[src/sv/eapm_pkg.sv]
// eapm_pkg: shared types, constants, the CORDIC arctangent table and the Q14
// round/saturate helper for the Euler angle to pose matrix unit. No dependencies.
package eapm_pkg;

  localparam int Steps = 20;
  localparam int CW = 24;
  localparam logic signed [CW-1:0] PiQ20 = 24'sd3294199;
  localparam logic signed [CW-1:0] HalfPiQ20 = 24'sd1647099;
  localparam logic signed [CW-1:0] GainQ20 = 24'sd636751;
  localparam logic signed [15:0] OneQ14 = 16'sd16384;

  typedef struct packed {
    logic signed [CW-1:0] x;
    logic signed [CW-1:0] y;
    logic signed [CW-1:0] z;
  } cordic_t;

  typedef struct packed {
    logic signed [15:0] yaw_angle;
    logic signed [15:0] pitch_angle;
    logic signed [15:0] roll_angle;
    logic signed [31:0] trans_x;
    logic signed [31:0] trans_y;
    logic signed [31:0] trans_z;
  } pose_in_t;

  function automatic logic signed [CW-1:0] atan_q20(input logic [4:0] i);
    case (i)
      5'd0:  atan_q20 = 24'sd823550;
      5'd1:  atan_q20 = 24'sd486170;
      5'd2:  atan_q20 = 24'sd256879;
      5'd3:  atan_q20 = 24'sd130396;
      5'd4:  atan_q20 = 24'sd65451;
      5'd5:  atan_q20 = 24'sd32757;
      5'd6:  atan_q20 = 24'sd16383;
      5'd7:  atan_q20 = 24'sd8192;
      5'd8:  atan_q20 = 24'sd4096;
      5'd9:  atan_q20 = 24'sd2048;
      5'd10: atan_q20 = 24'sd1024;
      5'd11: atan_q20 = 24'sd512;
      5'd12: atan_q20 = 24'sd256;
      5'd13: atan_q20 = 24'sd128;
      5'd14: atan_q20 = 24'sd64;
      5'd15: atan_q20 = 24'sd32;
      5'd16: atan_q20 = 24'sd16;
      5'd17: atan_q20 = 24'sd8;
      5'd18: atan_q20 = 24'sd4;
      5'd19: atan_q20 = 24'sd2;
      default: atan_q20 = '0;
    endcase
  endfunction

  function automatic logic signed [15:0] to_q14(input logic signed [47:0] v);
    logic signed [47:0] r;
    r = (v + 48'sd33554432) >>> 26;
    if (r > 48'sd16384) to_q14 = OneQ14;
    else if (r < -48'sd16384) to_q14 = -OneQ14;
    else to_q14 = r[15:0];
  endfunction

endpackage

[src/sv/eapm_fifo.sv]
// eapm_fifo: small queue decoupling the input side from the compute pipeline.
// Depends on eapm_pkg.
module eapm_fifo (
  input  logic               clk,
  input  logic               rst,
  input  logic               in_valid,
  output logic               in_ready,
  input  eapm_pkg::pose_in_t in_data,
  output logic               out_valid,
  input  logic               out_ready,
  output eapm_pkg::pose_in_t out_data
);
  eapm_pkg::pose_in_t mem [4];
  logic [1:0] wp, rp;
  logic [2:0] cnt;
  logic wr, rd;

  assign in_ready = cnt != 3'd4;
  assign out_valid = cnt != 3'd0;
  assign wr = in_valid && in_ready;
  assign rd = out_valid && out_ready;
  assign out_data = mem[rp];

  always_ff @(posedge clk) begin
    if (wr) mem[wp] <= in_data;
    if (rst) begin
      wp <= '0;
      rp <= '0;
      cnt <= '0;
    end else begin
      if (wr) wp <= wp + 2'd1;
      if (rd) rp <= rp + 2'd1;
      cnt <= cnt + {2'b0, wr} - {2'b0, rd};
    end
  end
endmodule

[config.mk]
export PLATFORM = sky130hd
export DESIGN_NAME = eapm_fifo
export DESIGN_NICKNAME = d
export VERILOG_FILES = /design/src/sv/eapm_pkg.sv /design/src/sv/eapm_fifo.sv
export SDC_FILE = /design/constraint.sdc
export NUM_CORES = 1
export LEC_CHECK = 0
export ABC_AREA = 1
export ABC_CLOCK_PERIOD_IN_PS = 18800
export BUFFER_PORTS_ARGS = -buffer_cell sky130_fd_sc_hd__buf_2
export CORE_UTILIZATION = 49
export CTS_CLUSTER_DIAMETER = 60
export DETAILED_ROUTE_END_ITERATION = 12
export GPL_ROUTABILITY_DRIVEN = 0
export GPL_TIMING_DRIVEN = 0
export PLACE_DENSITY = 0.7
export SYNTH_ARGS = -nofsm -noshare
export SYNTH_HDL_FRONTEND = slang
export SYNTH_SLANG_ARGS = --single-unit
[constraint.sdc]
create_clock -name clk -period 18.8 [get_ports clk]
set_input_delay 3.76 -clock clk [delete_from_list [all_inputs] [get_ports clk]]
set_output_delay 3.76 -clock clk [all_outputs]
set_load 0.005 [all_outputs]
**Word-level counts from Yosys, hierarchy flattened**

Memory sizes are Yosys's and may differ from the RTL's. A register that Yosys moved wholly into a read port is not among the register bits.
Index checks and enable logic that the tools add are counted.

- RAM bits: 576
- Register bits: 7
- Memories kept: 1
- Output and inout bits: 146
- Input bits: 148

- Mux-type cells: 4
- Reductions and logical operators: 3
- Add/subtract/negate cells: 4
- Equality and inequality tests: 1

Memory list:

| memory | words | width | read ports | clocked after memory_dff | write ports | RTL line | RTL |
|---|---|---|---|---|---|---|---|
| mem | 4 | 144 | 1 | 1 | 1 | eapm_fifo.sv:13 | `eapm_pkg::pose_in_t mem [4];` |

Operators with widths:

| cell | count |
|---|---|
| $add A2 B1 Y2 const B | 2 |
| $mux W2 | 2 |
| $add A3 B1 Y3 | 1 |
| $ne A3 B3 Y1 const B | 1 |
| $reduce_bool A3 Y1 | 1 |
| $sub A3 B1 Y3 | 1 |
| $logic_and A1 B1 Y1 | 2 |
| $mux W1 | 2 |

**Depth between registers and ports, before layout**

Gate-level depths: netlist of run 1.

- Depth after elaboration: 4
- Gate-level depth with buffers: 10
- Depth with buffers taken out: 10

**Least setup slack after synthesis of run 1**

No wires, ideal clock.

- Path type: input to register
- Start: input port in_valid
- End: memory mem[0][0] (netlist name) (enable)
- Path buffers: 0
- Required time: 18.150 ns
- Data arrival time: 9.858 ns
- Stages: 2
- Path slack: 8.292 ns
- Path through: nand2_1 -> nor2_1

- Cells in the longest elaborated chain, start to end: 3

RTL lines:

| element | RTL line | RTL |
|---|---|---|
| from (decl) | eapm_fifo.sv:6 | `input logic in_valid,` |
| $logic_and A1 B1 Y1 | eapm_fifo.sv:20 | `assign wr = in_valid && in_ready;` |
| $mux W1 | eapm_fifo.sv:25 | `if (wr) mem[wp] <= in_data;` |
| $mux W1 (implied by the code) | eapm_fifo.sv:25 |  |
| to (decl) | eapm_fifo.sv:13 |  |

Every way passes these cells.

==> metrics.cfg, run 1 <==
[clocking]
cts-resized-gates = 0
postCtsHoldBufs = 0
clkSlewWorstSetupHoldPaths_ns = 0.06
cts_tree = built
cts_setup_buffers = 0
clock_path_buffers = 3
clkLatencyLatePin_ns = 0.61
cts_root_buf = clkbuf_16
cts_buffers = 58
htreeDepth = 2
cts_num_sinks = 585

[power_and_ir_drop]
p_leak_nw = 9.35
total_power_mw = 3.63
peakVddDrop_uv = 94.5
powerDensity_mw_per_mm2 = 137

[critical_path]
cp.arrival_ns = 2.62
start_kind = flop
criticalPathCategory = reg2out
worstPathMaxFanout = 10
timing.rr.start = cnt[1]$_SDFF_PP0_
endpoint_kind = primary output
required_ns = 15.04
r2r_setup_slack_ns = 16.00

[layout]
stdcell_area_mm2 = 0.0266
fin_util = 0.611
regArea_mm2 = 0.0175
nFillCells = 3308
final_cell_mix = edfxtp_1, buf_2, nor2_1
drive_gt1_frac = 0.244
mostFrequentLayoutCell = edfxtp_1
syn2layout_area_growth_pct = 21.7
multi_input_area_mm2 = 0.00370
final_nets = 1989

[timing]
totalNegativeSetupSlack_ns = 0
fmax_mhz = 157
fin_crit_ns = 6.38
worst_slew_pin_slew_ns = 0.743
maxSlewViolCount = 0
timing.final.crit_share = 0.339
finalHoldViolCount = 0
setup_viol = 0
fin_skew_ns = 0.0100
rsz0062_at_grt = false
relSlewSlack = 0.504

[global_route]
grt_pass1_wl_um = 77600
grt_max_degree = 30
antenna_found_initial = 19
gr-total-overflow = 0
grt_usage = 0.230
grt_pass1_vias = 13597

[placement]
dp_hpwl_um = 33800
place_area_mm2 = 0.0246
port_buffers = 293

[floorplan]
die_x_um = 213
die_h_um = 213
dieArea_mm2 = 0.0454
pin_count = 294
initial_core_util = 0.502
fp-row-count = 76
coreArea_mm2 = 0.0435

[routing]
firstDrtPassIters = 5
remaining_drc_errors = 0
drt_iter0_markers = 1276
ant_nets = 0
wl_um = 52900
post_drt_wl_per_cell_um = 21.4
via_per_inst = 5.54
dr_total_vias = 13702

[yosys]
seq_area_frac_synth = 0.801
synth_area_per_cell_um2 = 15.0
syn_area_mm2 = 0.0218
synth_nets = 1612
syn_inst = 1457
synth.distinct_cells = 22
ys_ff_latch = 585
yosys_warnings = 0

[outcome]
status = completed

[worst_hold_path]
hp-class = reg2reg
worstHoldStart = rp[0]$_SDFFE_PP0P_

[run]
maxCapViolations = 0

## cell type report
| cell class | count | area share |
|---|---|---|
| multi-input cells | 762 | 0.139 |
| well taps | 585 | 0.0276 |
| clock inverters | 36 | 0.0153 |
| plain buffers | 94 | 0.0229 |
| flip-flops and latches | 585 | 0.658 |
| diodes | 8 | 0.000754 |
| inverters | 16 | 0.00254 |
| clock buffers | 69 | 0.0586 |
| repair buffers | 317 | 0.0753 |
## worst max-delay path, cell delays in order, from the launching register on
cell     delay, ns
dfxtp_1       0.31
buf_4         0.21
inv_2         0.28
buf_2         0.38
buf_2         0.30
o21ai_0       0.12
o22ai_1       0.24
buf_2         0.17
## sequential cells by signal, summed over array words and instances, names as in the netlist, named ones only
| signal | cells |
|---|---|
| mem | 576 |
| cnt | 3 |
| rp | 2 |
| wp | 2 |
## worst paths after layout
check	depth (start not counted)	end
max	7	out_data[107]
min	2	rp[0]$_SDFFE_PP0P_
min reg2reg	2	rp[0]$_SDFFE_PP0P_
max reg2reg	8	mem[3][99]$_DFFE_PP_
## cells by family (layout without fill, tap and decap cells)
family | count (synthesis) | count (layout) | synth area share
adders and majority gates | 7 | 7 | 0.00436
other | 0 | 8 | 0
buffers and inverters | 110 | 532 | 0.0310
AOI/OAI and AO/OA | 439 | 439 | 0.109
and+or+nand+nor | 316 | 316 | 0.0545
DFF | 585 | 585 | 0.801
## report_power, final
group	switching, mW	total (mW)	internal, mW
Clock	0.469	1.18	0.711
Sequential	0.0291	1.61	1.59
Combinational	0.533	0.833	0.300
## stage by stage
stage	std cells	hold slack [ns]	worst slack [ns]
3_3_place_gp	2335	0.464	3.27
3_5_place_dp	2359	0.501	12.79
4_1_cts	2464	0.518	12.44
6_report	2472	0.522	12.42
5_1_grt	2466	0.545	12.32
2_1_floorplan	1457	0.448	8.29
## cell usage after synthesis
master,instances,area share
nand3_1,3,0.00069
clkbuf_2,1,0.00023
nand2_1,12,0.0021
a21boi_0,2,0.00069
nor2_1,301,0.052
inv_8,1,0.00052
buf_4,5,0.0017
edfxtp_1,576,0.79
fa_1,1,0.00092
buf_2,20,0.0046
o22ai_1,144,0.041
clkbuf_1,42,0.0072
buf_8,2,0.0014
inv_2,1,0.00017
buf_6,23,0.012
ha_1,6,0.0034
buf_12,1,0.00092
o21ai_1,54,0.012
a21oi_1,4,0.00092
dfxtp_1,9,0.0083
o21ai_0,235,0.054
inv_1,14,0.0024
## per-layer routing
metal,wire (µm),global-route usage,vias to the layer above
li1,-,-,6294
met2,25900,0.381,521
met5,134,0,-
met4,1220,0.0724,22
met3,4590,0.0675,104
met1,21100,0.292,6761
Power figures use the tool's default switching activity.
==> inputs of run 2 (changes only) <==
Settings changed: ABC_CLOCK_PERIOD_IN_PS 18800 to 5800, PLACE_DENSITY 0.7 to 0.72.
Clock period 18.8 ns to 5.8 ns, I/O delays scaled along.
==> metrics.cfg, run 2 (same netlist as run 1, synthesis figures left out) <==
[outcome]
status = completed

[critical_path]
critPathSlowestCell = buf_2
rr_endpoint = mem[0][99]$_DFFE_PP_
cp_cell_sequence = buf_4, inv_2, buf_2, buf_2, o21ai_0, o22ai_1, buf_2
criticalPathCategory = reg2out
cp_num_buf_inv = 5  ; unchanged
timing.rr.start = cnt[1]$_SDFF_PP0_
cp.arrival_ns = 2.52  ; -0.10 ns
worstPathMaxFanout = 10  ; unchanged
start_kind = flop
ff2ff_path_depth = 8  ; unchanged
max_stage_delay_ns = 0.38  ; about the same
required_ns = 4.64  ; -10.40 ns
crit_family = buffers and inverters
cp-endpoint = out_data[86]
crit_top_cell = buf_2
endpoint_kind = primary output
critical_path_depth = 7  ; unchanged
r2r_setup_slack_ns = 3.12  ; -12.88 ns

[floorplan]
dieArea_mm2 = 0.0454  ; unchanged
fp-row-count = 76  ; unchanged
initial_core_util = 0.502  ; unchanged
coreArea_mm2 = 0.0435  ; unchanged
die_h_um = 213  ; unchanged
die_x_um = 213  ; unchanged
pin_count = 294  ; unchanged

[timing]
maxSlewViolCount = 0  ; unchanged
worst_slew_pin_slew_ns = 0.643  ; -0.0994 ns
fin_ws_ns = 2.12  ; -10.30 ns
fin_skew_ns = 0.0155  ; +0.00547 ns
relSlewSlack = 0.570  ; +0.0664
rsz0062_at_grt = false
finalHoldViolCount = 0  ; unchanged
fin_crit_ns = 3.68
setup_viol = 0  ; unchanged
fmax_mhz = 272
timing.final.crit_share = 0.634

[placement]
dp_hpwl_um = 33700  ; -0.49%
port_buffers = 293  ; unchanged
dp_slack_ns = 2.51  ; -10.27 ns
dp.cells = 2360  ; +0.042%

[clocking]
cts_buffers = 56  ; -3.4%
cts_num_sinks = 585  ; unchanged
cts_root_buf = clkbuf_16
clkSlewWorstSetupHoldPaths_ns = 0.06  ; about the same
postCtsHoldBufs = 0  ; unchanged
clock_path_buffers = 3  ; unchanged
clkLatencyLatePin_ns = 0.59  ; -0.02 ns
cts-resized-gates = 0  ; unchanged
cts_setup_buffers = 0  ; unchanged
htreeDepth = 2  ; unchanged
cts_tree = built

[layout]
multi_input_area_mm2 = 0.00370  ; unchanged
regArea_mm2 = 0.0175  ; unchanged
drive_gt1_frac = 0.241  ; -0.00294
final_cells = 2470  ; -0.081%
final_cell_mix = edfxtp_1, buf_2, nor2_1
nFillCells = 3250  ; -1.8%
syn2layout_area_growth_pct = 20.7
final_nets = 1988  ; -0.050%
top_register = mem
largest_reg_flops = 576  ; unchanged
mostFrequentLayoutCell = edfxtp_1
top_regs = mem x576, cnt x3

[global_route]
grt_pass1_wl_um = 77600  ; about the same
grt_pass1_vias = 13745  ; +1.1%
gr-total-overflow = 0  ; unchanged
grt_max_degree = 29  ; -3.3%
antenna_found_initial = 15  ; -4
grt_usage = 0.231  ; +0.000415

[routing]
drt_iter0_markers = 1400  ; +9.7%
via_per_inst = 5.56  ; +0.24%
dr_total_vias = 13724  ; +0.16%
post_drt_wl_per_cell_um = 21.6  ; +0.68%
firstDrtPassIters = 7  ; +2
remaining_drc_errors = 0  ; unchanged
ant_nets = 0  ; unchanged
wl_um = 53200  ; +0.60%

[power_and_ir_drop]
total_power_mw = 11.4  ; +210%
powerDensity_mw_per_mm2 = 432  ; +220%
peakVddDrop_uv = 304  ; +220%
p_leak_nw = 9.23  ; -1.2%

[run]
maxCapViolations = 0  ; unchanged

[worst_hold_path]
hp-class = reg2reg

[run 2: changes by cell type in the layout (fill, tap and decap cells not counted)]
cell	previous run	this run
bufinv_16	9	3
clkinvlp_4	1	3
clkbuf_1	50	54
clkinv_4	0	1
clkinv_2	10	12
inv_6	2	0
clkbuf_16	61	57
buf_16	7	8
[run 2: layer usage]
| metal | vias to the layer above | routed length, µm | track usage |
|---|---|---|---|
| met1 | 6766 | 21200 | 0.301 |
| met2 | 547 | 25900 | 0.375 |
| li1 | 6286 | - | - |
| met5 | - | 89 | 0 |
| met3 | 111 | 4700 | 0.0593 |
| met4 | 14 | 1390 | 0.0816 |
[run 2: per-stage QoR]
stage	instance area [µm²]	hold WS, ns	TNS, ns	util
final	26300	0.508	0	0.606
after global routing	26300	0.530	0	0.606
after CTS	26300	0.500	0	0.606
after detailed placement	24600	0.487	0	0.566
after global placement	24000	0.463	-4033.81	0.553
after floorplan	21800	0.448	-1214.30	-
[run 2: how the worst min path moves through the flow]
stage / cells after the start / endpoint / slack [ns] / from
CTS: 2 / rp[0]$_SDFFE_PP0P_ / 0.50 / rp[0]$_SDFFE_PP0P_
finish: 2 / rp[0]$_SDFFE_PP0P_ / 0.51 / rp[0]$_SDFFE_PP0P_
floorplan: 2 / flop / 0.45 / rp[0]$_SDFFE_PP0P_
global placement: 2 / rp[0]$_SDFFE_PP0P_ / 0.46 / rp[0]$_SDFFE_PP0P_
global route: 2 / rp[0]$_SDFFE_PP0P_ / 0.53 / rp[0]$_SDFFE_PP0P_
detailed placement: 2 / rp[0]$_SDFFE_PP0P_ / 0.49 / rp[0]$_SDFFE_PP0P_
[run 2: worst min-delay path: cells and delay by family (launching register included)]
family,cells,cell delay [ns]
DFF,1,0.32
and+or+nand+nor,1,0.09
AOI/OAI and AO/OA,1,0.06
[run 2: layout make-up]
| cell class | count | area share |
|---|---|---|
| Sequential cell | 585 | 0.663 |
| Multi-Input combinational cell | 762 | 0.140 |
| Timing Repair Buffer | 318 | 0.0769 |
| Clock buffer | 69 | 0.0559 |
| Tap cell | 585 | 0.0278 |
| Buffer | 94 | 0.0231 |
| Clock inverter | 33 | 0.00917 |
| Inverter | 16 | 0.00256 |
| Antenna cell | 8 | 0.000760 |
[run 2: report_power, final]
group          internal [mW]  switching (mW)  total (mW)  leakage (nW)
Sequential              5.14          0.0953        5.23          5.35
Combinational          0.984            1.74        2.73          3.05
Clock                   1.93            1.48        3.41         0.837
Total                   8.05            3.32        11.4          9.23
==> inputs of run 3 (changes only) <==
Settings changed: ABC_CLOCK_PERIOD_IN_PS 5800 to 3100.
Clock period 5.8 ns to 3.1 ns, I/O delays scaled along.
==> metrics.cfg, run 3 (same netlist as run 1, synthesis figures left out) <==
[worst_hold_path]
hp-class = in2reg

[clocking]
clock_path_buffers = 3  ; unchanged
postCtsHoldBufs = 0  ; unchanged
cts_buffers = 58  ; +3.6%
clkLatencyLatePin_ns = 0.61  ; +0.02 ns
htreeDepth = 2  ; unchanged
cts_root_buf = clkbuf_16
cts_num_sinks = 585  ; unchanged
clkSlewWorstSetupHoldPaths_ns = 0.06  ; about the same
cts_tree = built
cts_setup_buffers = 0  ; unchanged

[layout]
syn2layout_area_growth_pct = 20.7  ; about the same
final_cell_mix = edfxtp_1, buf_2, nor2_1
final_nets = 1987  ; -0.050%
top_register = mem
mostFrequentLayoutCell = edfxtp_1
drive_gt1_frac = 0.244  ; +0.00266
top_regs = mem x576, cnt x3
largest_reg_flops = 576  ; unchanged
multi_input_area_mm2 = 0.00372  ; +0.51%
nFillCells = 3242  ; -0.25%
regArea_mm2 = 0.0175  ; about the same
final_cells = 2472  ; +0.081%

[timing]
finalHoldViolCount = 0  ; unchanged
fin_crit_ns = 3.00
relSlewSlack = 0.493  ; -0.0769
whs_ns = 0.210  ; -0.298 ns
fmax_mhz = 334
rsz0062_at_grt = false
maxSlewViolCount = 0  ; unchanged
timing.final.crit_share = 0.966
fin_skew_ns = 0.0130  ; -0.00250 ns
worst_slew_pin_slew_ns = 0.758  ; +0.115 ns
setup_viol = 0  ; unchanged

[critical_path]
cp.arrival_ns = 2.38  ; -0.14 ns
required_ns = 2.48  ; -2.16 ns
max_stage_delay_ns = 0.32  ; -0.06 ns
criticalPathCategory = reg2out
worstPathMaxFanout = 10  ; unchanged
cp_cell_sequence = buf_6, buf_8, buf_6, buf_2, nor2_1, o22ai_1, buf_2
critPathSlowestCell = dfxtp_1
start_kind = flop
endpoint_kind = primary output

[global_route]
grt_usage = 0.233  ; +0.00196
antenna_found_initial = 15  ; unchanged
grt_max_degree = 30  ; +3.4%
grt_pass1_vias = 13915  ; +1.2%
gr-total-overflow = 0  ; unchanged
grt_pass1_wl_um = 78400  ; +1.0%

[power_and_ir_drop]
switchingPower_mw = 6.30  ; +90%
swShare = 0.294  ; +0.00246
clkPwrFrac = 0.305  ; +0.005
p_leak_nw = 9.24  ; about the same
peakVddDrop_uv = 558  ; +84%
cellInternalPower_mw = 15.1  ; +87%
powerDensity_mw_per_mm2 = 812  ; +88%
seqPwrFrac = 0.458  ; -0.002
pwr-share-comb = 0.236  ; -0.004

[routing]
remaining_drc_errors = 0  ; unchanged
post_drt_wl_per_cell_um = 21.6  ; +0.40%
via_per_inst = 5.53  ; -0.49%
wl_um = 53500  ; +0.48%
dr_total_vias = 13668  ; -0.41%
firstDrtPassIters = 7  ; unchanged
drt_iter0_markers = 1181  ; -16%
ant_nets = 0  ; unchanged

[run]
maxCapViolations = 0  ; unchanged

[placement]
dp_hpwl_um = 33900  ; +0.61%
dp.cells = 2357  ; -0.13%
port_buffers = 293  ; unchanged

[floorplan]
coreArea_mm2 = 0.0435  ; unchanged
fp-row-count = 76  ; unchanged
die_x_um = 213  ; unchanged
initial_core_util = 0.502  ; unchanged
pin_count = 294  ; unchanged
dieArea_mm2 = 0.0454  ; unchanged
die_h_um = 213  ; unchanged

[outcome]
status = completed

run 3: cell types whose count changed in the layout (fill, tap and decap cells not counted), moves of 3 or more:
cell      change
clkbuf_1     -10
clkbuf_2      +9
clkinv_1      +8
clkinv_2      -7
buf_16        -5
inv_6         +3
run 3: area by class of cell:
cell class                 instances  share of cell area
timing repair buffer             315              0.0733
clock inverter                    36              0.0103
tap                              585              0.0278
antenna                           10            0.000950
buffer                            94              0.0237
sequential                       585               0.664
multi-input combinational        762               0.141
clock buffer                      69              0.0567
inverter                          16             0.00261
run 3: metrics by stage:
step / setup WS (ns) / setup TNS (ns) / power, mW / utilization / instance area (µm²)
final: 0.104 / 0 / 21.4 / 0.606 / 26300
after global routing: 0.00190 / 0 / 22.3 / 0.606 / 26300
after CTS: 0.0168 / 0 / 21.5 / 0.605 / 26300
after detailed placement: 0.432 / 0 / 15.0 / 0.565 / 24500
after global placement: -2.08 / -1143.31 / 14.8 / 0.554 / 24100
after floorplan: -0.161 / -84.58 / 12.6 / - / 21900
run 3: critical path, delay by kind of cell, from the launching register on:
| kind | cells | cell delay (ns) |
|---|---|---|
| buffers and inverters | 5 | 1.12 |
| AND/OR/NAND/NOR | 1 | 0.09 |
| AO/OA/AOI/OAI | 1 | 0.24 |
| flip-flops | 1 | 0.32 |
run 3: final timing paths:
path,cells past startpoint,slack [ns],start,end
max,7,0.10,flop,out_data[42]
min,2,0.21,rst,cnt[1]$_SDFF_PP0_
max reg2reg,7,0.63,cnt[1]$_SDFF_PP0_,mem[0][94]$_DFFE_PP_
min reg2reg,2,0.50,rp[0]$_SDFFE_PP0P_,rp[0]$_SDFFE_PP0P_
run 3: per-layer routing:
| metal | track usage | up-vias | share of wire | wire, µm |
|---|---|---|---|---|
| met5 | 0 | - | 0.0011 | 59 |
| li1 | - | 6295 | - | - |
| met4 | 0.0826 | 10 | 0.026 | 1410 |
| met3 | 0.0719 | 98 | 0.092 | 4900 |
| met1 | 0.291 | 6719 | 0.39 | 21000 |
| met2 | 0.383 | 546 | 0.49 | 26100 |
run 3: power by group through the flow:
stage	Sequential (mW)	Clock [mW]	Combinational [mW]
after floorplan	9.97	0	2.58
after global placement	10.1	0	4.74
after detailed placement	9.96	0	5.05
after CTS	9.79	6.62	5.07
after global routing	9.85	6.90	5.50
final	9.80	6.53	5.05
run 3: what timing repair did:
item	4_1_cts	5_1_grt
hold endpoints to repair	0	0
endpoints found under the setup margin	43	47
resized for setup	2	17
pin swaps	0	0
